### src/sv/toeq_pkg.sv
package toeq_pkg;

  typedef enum logic [1:0] {
    OP_INSERT = 2'd0,
    OP_PEEK   = 2'd1,
    OP_POP    = 2'd2
  } op_e;

  typedef enum logic [1:0] {
    ST_OK    = 2'd0,
    ST_EMPTY = 2'd1,
    ST_FULL  = 2'd2
  } status_e;

  localparam int unsigned HeadTimeW = 16;
  localparam int unsigned CountW    = 5;

  typedef struct packed {
    logic ins;
    logic pop;
  } cell_ctrl_t;

endpackage

### src/sv/toeq_cell.sv
module toeq_cell import toeq_pkg::*; #(
  parameter int unsigned TIME_BITS = 16
) (
  input  logic                 clk_i,
  input  cell_ctrl_t           ctrl_i,
  input  logic                 occupied_i,
  input  logic                 left_ge_i,
  input  logic [TIME_BITS-1:0] left_time_i,
  input  logic                 left_kind_i,
  input  logic [TIME_BITS-1:0] right_time_i,
  input  logic                 right_kind_i,
  input  logic [TIME_BITS-1:0] new_time_i,
  input  logic                 new_kind_i,
  output logic                 ge_o,
  output logic [TIME_BITS-1:0] time_o,
  output logic                 kind_o
);

  logic [TIME_BITS-1:0] time_q, time_d;
  logic                 kind_q, kind_d;

  // at or past the insertion point
  assign ge_o = !occupied_i || (time_q >= new_time_i);

  always_comb begin
    time_d = time_q;
    kind_d = kind_q;
    if (ctrl_i.ins && ge_o) begin
      if (left_ge_i) begin
        time_d = left_time_i;
        kind_d = left_kind_i;
      end else begin
        time_d = new_time_i;
        kind_d = new_kind_i;
      end
    end else if (ctrl_i.pop) begin
      time_d = right_time_i;
      kind_d = right_kind_i;
    end
  end

  always_ff @(posedge clk_i) begin
    time_q <= time_d;
    kind_q <= kind_d;
  end

  assign time_o = time_q;
  assign kind_o = kind_q;

endmodule

### src/sv/time_ordered_event_queue.sv
// Sorted event queue built as a row of CAPACITY cells, each holding one event
// (time and kind) in ascending time order, earliest in the first cell. Every
// cell compares the new time at once and either holds, shifts right, takes the
// new event or, on a pop, shifts left, and a word is accepted every cycle while
// the result register is free or being drained. An insert goes ahead of stored
// events of equal time; an insert into a full queue is dropped with status 2;
// peek or pop on an empty queue gives status 1. Each input word yields exactly
// one result word carrying the head event (for a pop, the popped one), status
// and the stored count after the operation.
module time_ordered_event_queue import toeq_pkg::*; #(
  parameter int unsigned CAPACITY  = 16,
  parameter int unsigned TIME_BITS = 16
) (
  input  logic        clk_i,
  input  logic        rst_ni,
  input  logic        in_valid_i,
  output logic        in_ready_o,
  input  logic [1:0]  op_i,
  input  logic [15:0] event_time_i,
  input  logic        event_kind_i,
  output logic        out_valid_o,
  input  logic        out_ready_i,
  output logic        head_valid_o,
  output logic [15:0] head_time_o,
  output logic        head_kind_o,
  output logic [1:0]  status_o,
  output logic [4:0]  entry_count_o
);

  localparam int unsigned CntW = $clog2(CAPACITY + 1);

  logic [CntW-1:0]      count_q, count_d;
  logic                 out_valid_q;
  logic                 head_valid_q;
  logic [15:0]          head_time_q;
  logic                 head_kind_q;
  status_e              status_q, status_d;

  logic                 fire;
  logic [TIME_BITS-1:0] new_time;
  logic                 full, empty;
  cell_ctrl_t           ctrl;
  logic                 head_valid_d;
  logic [TIME_BITS-1:0] head_time_d;
  logic                 head_kind_d;

  logic [CAPACITY-1:0]  ge;
  logic [TIME_BITS-1:0] cell_time [CAPACITY];
  logic [CAPACITY-1:0]  cell_kind;

  assign in_ready_o = !out_valid_q || out_ready_i;
  assign fire       = in_valid_i && in_ready_o;
  assign new_time   = TIME_BITS'(event_time_i);
  assign full       = (count_q == CntW'(CAPACITY));
  assign empty      = (count_q == '0);

  always_comb begin
    ctrl         = '0;
    count_d      = count_q;
    status_d     = ST_OK;
    head_valid_d = !empty;
    head_time_d  = cell_time[0];
    head_kind_d  = cell_kind[0];
    unique case (op_e'(op_i))
      OP_INSERT: begin
        if (full) begin
          status_d = ST_FULL;
        end else begin
          ctrl.ins     = fire;
          count_d      = count_q + CntW'(1);
          head_valid_d = 1'b1;
          if (ge[0]) begin
            head_time_d = new_time;
            head_kind_d = event_kind_i;
          end
        end
      end
      OP_POP: begin
        if (empty) begin
          status_d = ST_EMPTY;
        end else begin
          ctrl.pop = fire;
          count_d  = count_q - CntW'(1);
        end
      end
      default: begin
        if (empty) begin
          status_d = ST_EMPTY;
        end
      end
    endcase
    if (!head_valid_d) begin
      head_time_d = '0;
      head_kind_d = 1'b0;
    end
  end

  for (genvar i = 0; i < CAPACITY; i++) begin : g_cell
    logic                 left_ge;
    logic [TIME_BITS-1:0] left_time, right_time;
    logic                 left_kind, right_kind;
    logic                 occupied;

    assign occupied = count_q > CntW'(i);

    if (i == 0) begin : g_first
      assign left_ge   = 1'b0;
      assign left_time = new_time;
      assign left_kind = event_kind_i;
    end else begin : g_mid
      assign left_ge   = ge[i-1];
      assign left_time = cell_time[i-1];
      assign left_kind = cell_kind[i-1];
    end

    if (i == CAPACITY - 1) begin : g_last
      assign right_time = cell_time[i];
      assign right_kind = cell_kind[i];
    end else begin : g_inner
      assign right_time = cell_time[i+1];
      assign right_kind = cell_kind[i+1];
    end

    toeq_cell #(
      .TIME_BITS(TIME_BITS)
    ) u_cell (
      .clk_i       (clk_i),
      .ctrl_i      (ctrl),
      .occupied_i  (occupied),
      .left_ge_i   (left_ge),
      .left_time_i (left_time),
      .left_kind_i (left_kind),
      .right_time_i(right_time),
      .right_kind_i(right_kind),
      .new_time_i  (new_time),
      .new_kind_i  (event_kind_i),
      .ge_o        (ge[i]),
      .time_o      (cell_time[i]),
      .kind_o      (cell_kind[i])
    );
  end

  always_ff @(posedge clk_i or negedge rst_ni) begin
    if (!rst_ni) begin
      count_q     <= '0;
      out_valid_q <= 1'b0;
    end else begin
      if (fire) begin
        count_q     <= count_d;
        out_valid_q <= 1'b1;
      end else if (out_ready_i) begin
        out_valid_q <= 1'b0;
      end
    end
  end

  // result word
  always_ff @(posedge clk_i) begin
    if (fire) begin
      head_valid_q <= head_valid_d;
      head_time_q  <= HeadTimeW'(head_time_d);
      head_kind_q  <= head_kind_d;
      status_q     <= status_d;
    end
  end

  logic [CountW-1:0] count_out_q;

  always_ff @(posedge clk_i) begin
    if (fire) begin
      count_out_q <= CountW'(count_d);
    end
  end

  assign out_valid_o   = out_valid_q;
  assign head_valid_o  = head_valid_q;
  assign head_time_o   = head_time_q;
  assign head_kind_o   = head_kind_q;
  assign status_o      = status_q;
  assign entry_count_o = count_out_q;

endmodule

### config.mk
export PLATFORM = sky130hd
export DESIGN_NAME = time_ordered_event_queue
export DESIGN_NICKNAME = d
export VERILOG_FILES = /design/src/sv/toeq_pkg.sv /design/src/sv/toeq_cell.sv /design/src/sv/time_ordered_event_queue.sv
export SDC_FILE = /design/constraint.sdc
export NUM_CORES = 1
export LEC_CHECK = 0
export ABC_AREA = 0
export BUFFER_PORTS_ARGS = -buffer_cell sky130_fd_sc_hd__buf_2
export CORE_UTILIZATION = 35
export CTS_CLUSTER_SIZE = 8
export DETAILED_ROUTE_END_ITERATION = 10
export GPL_TIMING_DRIVEN = 0
export PLACE_DENSITY = 0.57
export SLEW_MARGIN = 30
export SYNTH_ARGS = -nofsm -noshare
export SYNTH_HDL_FRONTEND = slang
export SYNTH_SLANG_ARGS = --single-unit
### constraint.sdc
create_clock -name clk_i -period 3.83 [get_ports clk_i]
set_input_delay 0.766 -clock clk_i [delete_from_list [all_inputs] [get_ports clk_i]]
set_output_delay 0.766 -clock clk_i [all_outputs]
set_load 0.01 [all_outputs]
# Word level (Yosys, flattened, before mapping)
# Cells that the tools add are included.
# classes
addsub,2
order_cmp,32
n_eq_ne,2
n_reduce_logical,70
mux,110
# ops
cell,count
two-way mux 16 bit,48
greater-or-equal comparator 16 bit,16
two-way mux 1 bit,57
"greater-than comparator 5 x 4 -> 1 bit, second input constant",8
nonzero test 2 bit,16
"greater-than comparator 5 x 3 -> 1 bit, second input constant",4
zero test 1 bit,18
logical AND 1 bit,17
logical OR 1 bit,17
"greater-than comparator 5 x 1 -> 1 bit, second input constant",2
"greater-than comparator 5 x 2 -> 1 bit, second input constant",2
two-way mux 5 bit,2
case mux 5 bit (2 select lines),1
"adder 5 x 1 -> 5 bit, second input constant",1
"equality test 5 bit, second input constant",1
zero test 5 bit,1
"subtractor 5 x 1 -> 5 bit, second input constant",1
two-way mux 2 bit,2
"equality test 2 bit, second input constant",1
zero test 2 bit,1
# totals
ff_bits,303
out_inout_bits,27
wordCells,255

# Logic depth before layout (Yosys ltp)
# depth
depth_word,7
ltp_mapped,13

# Modules after synthesis
# Synthesis repeated with hierarchy kept, for this count alone.
# hier_totals
cells_unflattened,2246
hier_area_um2,24170.7
# by_module_without_submodules
mod,n_inst,area_per_inst_um2,cells_each
toeq_cell,16,1393.8,128
time_ordered_event_queue,1,1869.3,198

# Least setup slack after synthesis
# OpenSTA, ideal clock, no wires.
# synth_path
path_kind,input port to flip-flop
startpoint,input port event_time_i[5]
endpoint,"register g_cell[2].u_cell.kind_q, enable pin"
path_slack_ns,-0.886
setup_ns,0.415
t_required_ns,3.415
arrival_ns,4.302
stages,10
path_cell_list,clkbuf_1 -> clkinv_1 -> ha_1 -> and4_1 -> nand2_1 -> o311ai_0 -> o31ai_2 -> buf_6 -> buf_6 -> o21ai_0
# synth_between
elab_chain_cells,4
# synth_lines
element,line,text
start: declaration,time_ordered_event_queue.sv:19,"input logic [15:0] event_time_i,"
greater-or-equal comparator 16 bit,toeq_cell.sv:23,assign ge_o = !occupied_i || (time_q >= new_time_i);
logical OR 1 bit,toeq_cell.sv:23,
logical AND 1 bit,toeq_cell.sv:28,if (ctrl_i.ins && ge_o) begin
nonzero test 2 bit (no source line),-,
end signal: assignment,toeq_cell.sv:44,kind_q <= kind_d;
end: declaration,toeq_cell.sv:20,"logic kind_q, kind_d;"
# No other way between the ends.
# A chain may end at the register's enable or synchronous reset.

# Worst setup path after layout
# layout_path
startpoint,input port event_time_i[13]
endpoint,"register g_cell[0].u_cell.time_q[2], enable pin"
# layout_between
elab_chain_cells,4
# layout_lines
element,line,text
greater-or-equal comparator 16 bit,toeq_cell.sv:23,
logical OR 1 bit,toeq_cell.sv:23,
logical AND 1 bit,toeq_cell.sv:28,
nonzero test 2 bit (no source line),-,
end signal: assignment,toeq_cell.sv:43,time_q <= time_d;
end: declaration,toeq_cell.sv:19,"logic [TIME_BITS-1:0] time_q, time_d;"
# No other way between the ends.

==> flow_summary.html <==
<table>
<tr><th>Metric</th><th>Value</th></tr>
<tr><th colspan="2">CTS</th></tr>
<tr><td>Clock tree from TritonCTS</td><td>done</td></tr>
<tr><td>CTS clock-pin slew for the worst setup and hold paths</td><td>60 ps</td></tr>
<tr><td>CTS buffer count</td><td>44</td></tr>
<tr><td>Total of hold buffers inserted after clock tree synthesis</td><td>0</td></tr>
<tr><td>Number of sinks driven by the clock tree</td><td>303</td></tr>
<tr><td>Clock latency reported for the late side of the worst-skew pair</td><td>580 ps</td></tr>
<tr><td>H-tree levels</td><td>2</td></tr>
<tr><td>Number of buffers between clock root and the deepest sink</td><td>3</td></tr>
<tr><td>Root Buffer Master</td><td>sky130_fd_sc_hd__clkbuf_16</td></tr>
<tr><th colspan="2">Die</th></tr>
<tr><td>Die area</td><td>60810 µm²</td></tr>
<tr><td>Initial standard-cell utilization of the core</td><td>0.3548</td></tr>
<tr><td>Placement row count</td><td>89</td></tr>
<tr><td>Area inside the core boundary</td><td>59020 µm²</td></tr>
<tr><td>Chip Width</td><td>246.6 µm</td></tr>
<tr><td>I/O Pins</td><td>50</td></tr>
<tr><td>Vertical extent of the die</td><td>246.6 µm</td></tr>
<tr><th colspan="2">Worst setup path</th></tr>
<tr><td>Logic depth of the worst register-to-register path</td><td>9</td></tr>
<tr><td>Crit Path Category</td><td>primary input to flip-flop</td></tr>
<tr><td>Cell-by-cell listing of the critical path</td><td>buf_2 -&gt; clkinv_4 -&gt; ha_1 -&gt; and4_1 -&gt; nand4_1 -&gt; a2111oi_1 -&gt; a211oi_1 -&gt; buf_6 -&gt; nand2b_4 -&gt; buf_12 -&gt; buf_12 -&gt; a21oi_4 -&gt; buf_12</td></tr>
<tr><td>Cell at the slowest stage of the critical path</td><td>sky130_fd_sc_hd__a2111oi_1</td></tr>
<tr><td>Crit path max fanout</td><td>24</td></tr>
<tr><td>CP arrival</td><td>4030 ps</td></tr>
<tr><td>Peak per-stage delay on the critical path</td><td>460 ps</td></tr>
<tr><td>Slack of the worst reg-to-reg path</td><td>140 ps</td></tr>
<tr><td>Critical path launch point</td><td>event_time_i[13]</td></tr>
<tr><td>Startpoint Class</td><td>primary input</td></tr>
<tr><td>Cell mode on critical path</td><td>sky130_fd_sc_hd__buf_12</td></tr>
<tr><td>End of the worst register-to-register path</td><td>g_cell[10].u_cell.time_o[8]$_DFFE_PP_</td></tr>
<tr><td>Kind of end point of the critical path</td><td>flip-flop</td></tr>
<tr><td>Required time of the critical path</td><td>4120 ps</td></tr>
<tr><td>RR Startpoint</td><td>count_q[0]$_DFFE_PN0P_</td></tr>
<tr><th colspan="2">Power</th></tr>
<tr><td>Leak pwr</td><td>9.905 nW</td></tr>
<tr><td>Post-layout total power</td><td>13.59 mW</td></tr>
<tr><td>IR drop worst, VDD</td><td>0.3746 mV</td></tr>
<tr><td>Pwr dens</td><td>576.2 nW/µm²</td></tr>
<tr><th colspan="2">Synth</th></tr>
<tr><td>Post-Synthesis Cells</td><td>2058</td></tr>
<tr><td>Number of register bits inferred by synthesis</td><td>303</td></tr>
<tr><td>Dominant register cell in the synthesized netlist</td><td>sky130_fd_sc_hd__edfxtp_1</td></tr>
<tr><td>Post-synth cell types</td><td>77</td></tr>
<tr><td>Proportion of synthesized flip-flops having asynchronous set or reset</td><td>0.01980</td></tr>
<tr><td>Proportion of synthesized chip area in sequential cells</td><td>0.4331</td></tr>
<tr><td>Synth top area share</td><td>0.4259</td></tr>
<tr><td>Synth area leaders</td><td>sky130_fd_sc_hd__edfxtp_1 (43%), sky130_fd_sc_hd__ha_1 (16%), sky130_fd_sc_hd__mux2i_1 (7.9%), sky130_fd_sc_hd__o21ai_0 (6.1%), sky130_fd_sc_hd__nand2_1 (4.7%)</td></tr>
<tr><td>Synth Net Count</td><td>2342</td></tr>
<tr><td>Post-synthesis average cell area</td><td>10.17 µm²</td></tr>
<tr><td>Netlist area before placement</td><td>20940 µm²</td></tr>
<tr><td>Most used standard cells in the synthesized netlist</td><td>sky130_fd_sc_hd__edfxtp_1 (297), sky130_fd_sc_hd__ha_1 (261), sky130_fd_sc_hd__nand2_1 (260)</td></tr>
<tr><td>Cell with the most instances after synthesis</td><td>sky130_fd_sc_hd__edfxtp_1</td></tr>
<tr><td>Cell taking the most area after synthesis</td><td>sky130_fd_sc_hd__edfxtp_1</td></tr>
<tr><td>Post-synth EDFFs</td><td>297</td></tr>
<tr><td>YS warnings</td><td>0</td></tr>
<tr><th colspan="2">Cells and area</th></tr>
<tr><td>Multi-input logic area</td><td>11130 µm²</td></tr>
<tr><td>Fraction of final layout cells with drive strength greater than 1</td><td>0.1099</td></tr>
<tr><td>Flip-flop and latch area</td><td>9069 µm²</td></tr>
<tr><td>Fillers</td><td>5725</td></tr>
<tr><td>Share of the core filled with cells</td><td>0.3996</td></tr>
<tr><td>Non-Filler Cell Area, Final</td><td>23580 µm²</td></tr>
<tr><td>Final-stage net count</td><td>2421</td></tr>
<tr><td>Area Growth Syn to Fin</td><td>12.62%</td></tr>
<tr><th colspan="2">Detailed routing</th></tr>
<tr><td>Highest metal layer with signal wires</td><td>met4</td></tr>
<tr><td>Met1 wire length</td><td>30.21 mm</td></tr>
<tr><td>Total wirelength of the detailed-routed design</td><td>75.46 mm</td></tr>
<tr><td>Iteration-0 DRC count of the detailed router</td><td>1795</td></tr>
<tr><td>Count of unresolved DRC violations after routing</td><td>0</td></tr>
<tr><td>First-pass iteration count of the detailed router</td><td>5</td></tr>
<tr><td>Met3 Routed Length</td><td>5.500 mm</td></tr>
<tr><td>Met2 routed WL</td><td>35.83 mm</td></tr>
<tr><td>Average wire length per cell after detail routing</td><td>25.74 µm</td></tr>
<tr><td>Post-DR vias/cell</td><td>5.963</td></tr>
<tr><td>Vias</td><td>17480</td></tr>
<tr><td>Final antenna-violating net count</td><td>0</td></tr>
<tr><th colspan="2">STA</th></tr>
<tr><td>Total setup violations reported at the end of the flow</td><td>0</td></tr>
<tr><td>Aggregate negative setup slack</td><td>0 ps</td></tr>
<tr><td>Number of max-slew violations in the final report</td><td>0</td></tr>
<tr><td>Upper clock frequency limit</td><td>0.2675 GHz</td></tr>
<tr><td>Final Cycle Share</td><td>0.9762</td></tr>
<tr><td>Relative slew slack</td><td>0.4037</td></tr>
<tr><td>Final Skew</td><td>20.33 ps</td></tr>
<tr><td>Final WS setup</td><td>91.07 ps</td></tr>
<tr><td>Final hold viol count</td><td>0</td></tr>
<tr><td>Slew at the pin with the worst max-slew slack</td><td>882.8 ps</td></tr>
<tr><td>RSZ-0062 raised after global routing</td><td>true</td></tr>
<tr><td>Final critical delay including setup and external delays</td><td>3739 ps</td></tr>
<tr><th colspan="2">Global routing</th></tr>
<tr><td>First-pass GRT wire length</td><td>109.9 mm</td></tr>
<tr><td>Antenna violations before repair</td><td>2</td></tr>
<tr><td>Number of global-route vias before repair</td><td>17800</td></tr>
<tr><td>Overflow left after global routing</td><td>0</td></tr>
<tr><td>Overall global routing resource usage</td><td>0.2455</td></tr>
<tr><td>Maximum number of pins on one net before global-route repair</td><td>34</td></tr>
<tr><th colspan="2">Flow run</th></tr>
<tr><td>Maxcap violations</td><td>0</td></tr>
<tr><th colspan="2">Placed design</th></tr>
<tr><td>Placed cell areas</td><td>22120 µm²</td></tr>
<tr><td>HPWL after DPL</td><td>52.88 mm</td></tr>
<tr><td>Port Buf Inserts</td><td>31</td></tr>
<tr><td>Pre-CTS setup slack</td><td>-1773 ps</td></tr>
<tr><td>Routability congestion estimate from global placement</td><td>0.9401</td></tr>
<tr><th colspan="2">Run status</th></tr>
<tr><td>Status</td><td>completed</td></tr>
<tr><th colspan="2">Hold path</th></tr>
<tr><td>Type of the worst min-delay path</td><td>primary input to asynchronous set/reset pin</td></tr>
</table>
[routing by layer]
layer	vias to the layer above	global-route usage
met5	-	0
met4	0	0.1282
met3	239	0.04412
met2	810	0.4122
met1	8549	0.2990
li1	7881	-
[worst max path at each step]
stage / slack [ps] / endpoint / cells after the start
final: 90 / g_cell[0].u_cell.time_o[2]$_DFFE_PP_ / 13
after global routing: -20 / g_cell[12].u_cell.time_o[3]$_DFFE_PP_ / 9
after CTS: -50 / g_cell[2].u_cell.time_o[11]$_DFFE_PP_ / 10
after detailed placement: -1770 / g_cell[5].u_cell.time_o[11]$_DFFE_PP_ / 10
after global placement: -2020 / g_cell[11].u_cell.time_o[0]$_DFFE_PP_ / 10
after floorplan: 20 / g_cell[3].u_cell.kind_o$_DFFE_PP_ / 11
[sequential cells by signal, summed over array words and instances, names as in the netlist]
| name | cells |
|---|---|
| g_cell.u_cell.time_o | 256 |
| g_cell.u_cell.kind_o | 16 |
| head_time_o | 16 |
| count_q | 5 |
| entry_count_o | 5 |
| status_o | 2 |
| head_kind_o | 1 |
| head_valid_o | 1 |
| out_valid_o | 1 |
[what timing repair did]
action | in CTS | in global routing
resized for setup | 35 | 22
pin swaps | 1 | 0
setup endpoints to repair | 555 | 204
setup buffers | 1 | 0
[kinds of logic after synthesis]
logic type      share of synthesized area
buf+inv                           0.03979
mux                               0.09064
compound gates                     0.1706
simple gates                       0.1091
flops                              0.4331
xor+xnor                        0.0008367
fa+ha+maj                          0.1560
[cell type report]
| type | instances | share of cell area |
|---|---|---|
| Multi-Input combinational cell | 1591 | 0.4721 |
| Antenna cell | 1 | 0.0001061 |
| Clock buffer | 63 | 0.05152 |
| Buffer | 120 | 0.02886 |
| Inverter | 44 | 0.01279 |
| Sequential cell | 303 | 0.3846 |
| Tap cell | 773 | 0.04101 |
| Clock inverter | 3 | 0.001220 |
| Timing Repair Buffer | 33 | 0.007852 |
[layout by cell type, fill, tap and decap left out, drive strengths merged, types with 4 or more instances in the layout]
cell | Yosys | final
a2111oi | 10 | 10
a211o | 12 | 12
a211oi | 22 | 22
a21o | 23 | 23
a21oi | 184 | 184
a221oi | 5 | 5
a31oi | 25 | 25
a41o | 4 | 4
and3 | 6 | 6
and4 | 8 | 8
buf | 68 | 100
clkbuf | 52 | 116
clkinv | 16 | 13
dfrtp | 6 | 6
edfxtp | 297 | 297
ha | 261 | 261
inv | 28 | 34
mux2 | 21 | 21
mux2i | 166 | 166
nand2 | 264 | 264
nand2b | 21 | 21
nand3 | 13 | 13
nand4 | 20 | 20
nor2 | 165 | 165
nor2b | 7 | 7
nor3 | 8 | 8
o2111ai | 6 | 6
o211ai | 7 | 7
o21a | 11 | 11
o21ai | 283 | 283
o31ai | 4 | 4
[critical path, delay by kind of cell]
family                   cells  cell delay, ps
buffers and inverters        6            1520
AND/OR/NAND/NOR              3             540
AO/OA/AOI/OAI                3             710
adder cells (fa/ha/maj)      1             440
[metrics by stage]
stage | hold WS [ps] | instances
after floorplan | 470.4 | 2058
after global placement | 505.8 | 2862
after detailed placement | 537.6 | 2863
after CTS | 46.68 | 2930
after global routing | 59.43 | 2930
final | 42.23 | 2931
[power by group]
| group | total, mW | internal, mW | switching [mW] |
|---|---|---|---|
| Sequential | 4.62 | 4.25 | 0.375 |
| Clock | 3.72 | 2.17 | 1.55 |
| Combinational | 5.25 | 1.89 | 3.36 |
No activity file was read; power rests on OpenSTA's default activity.
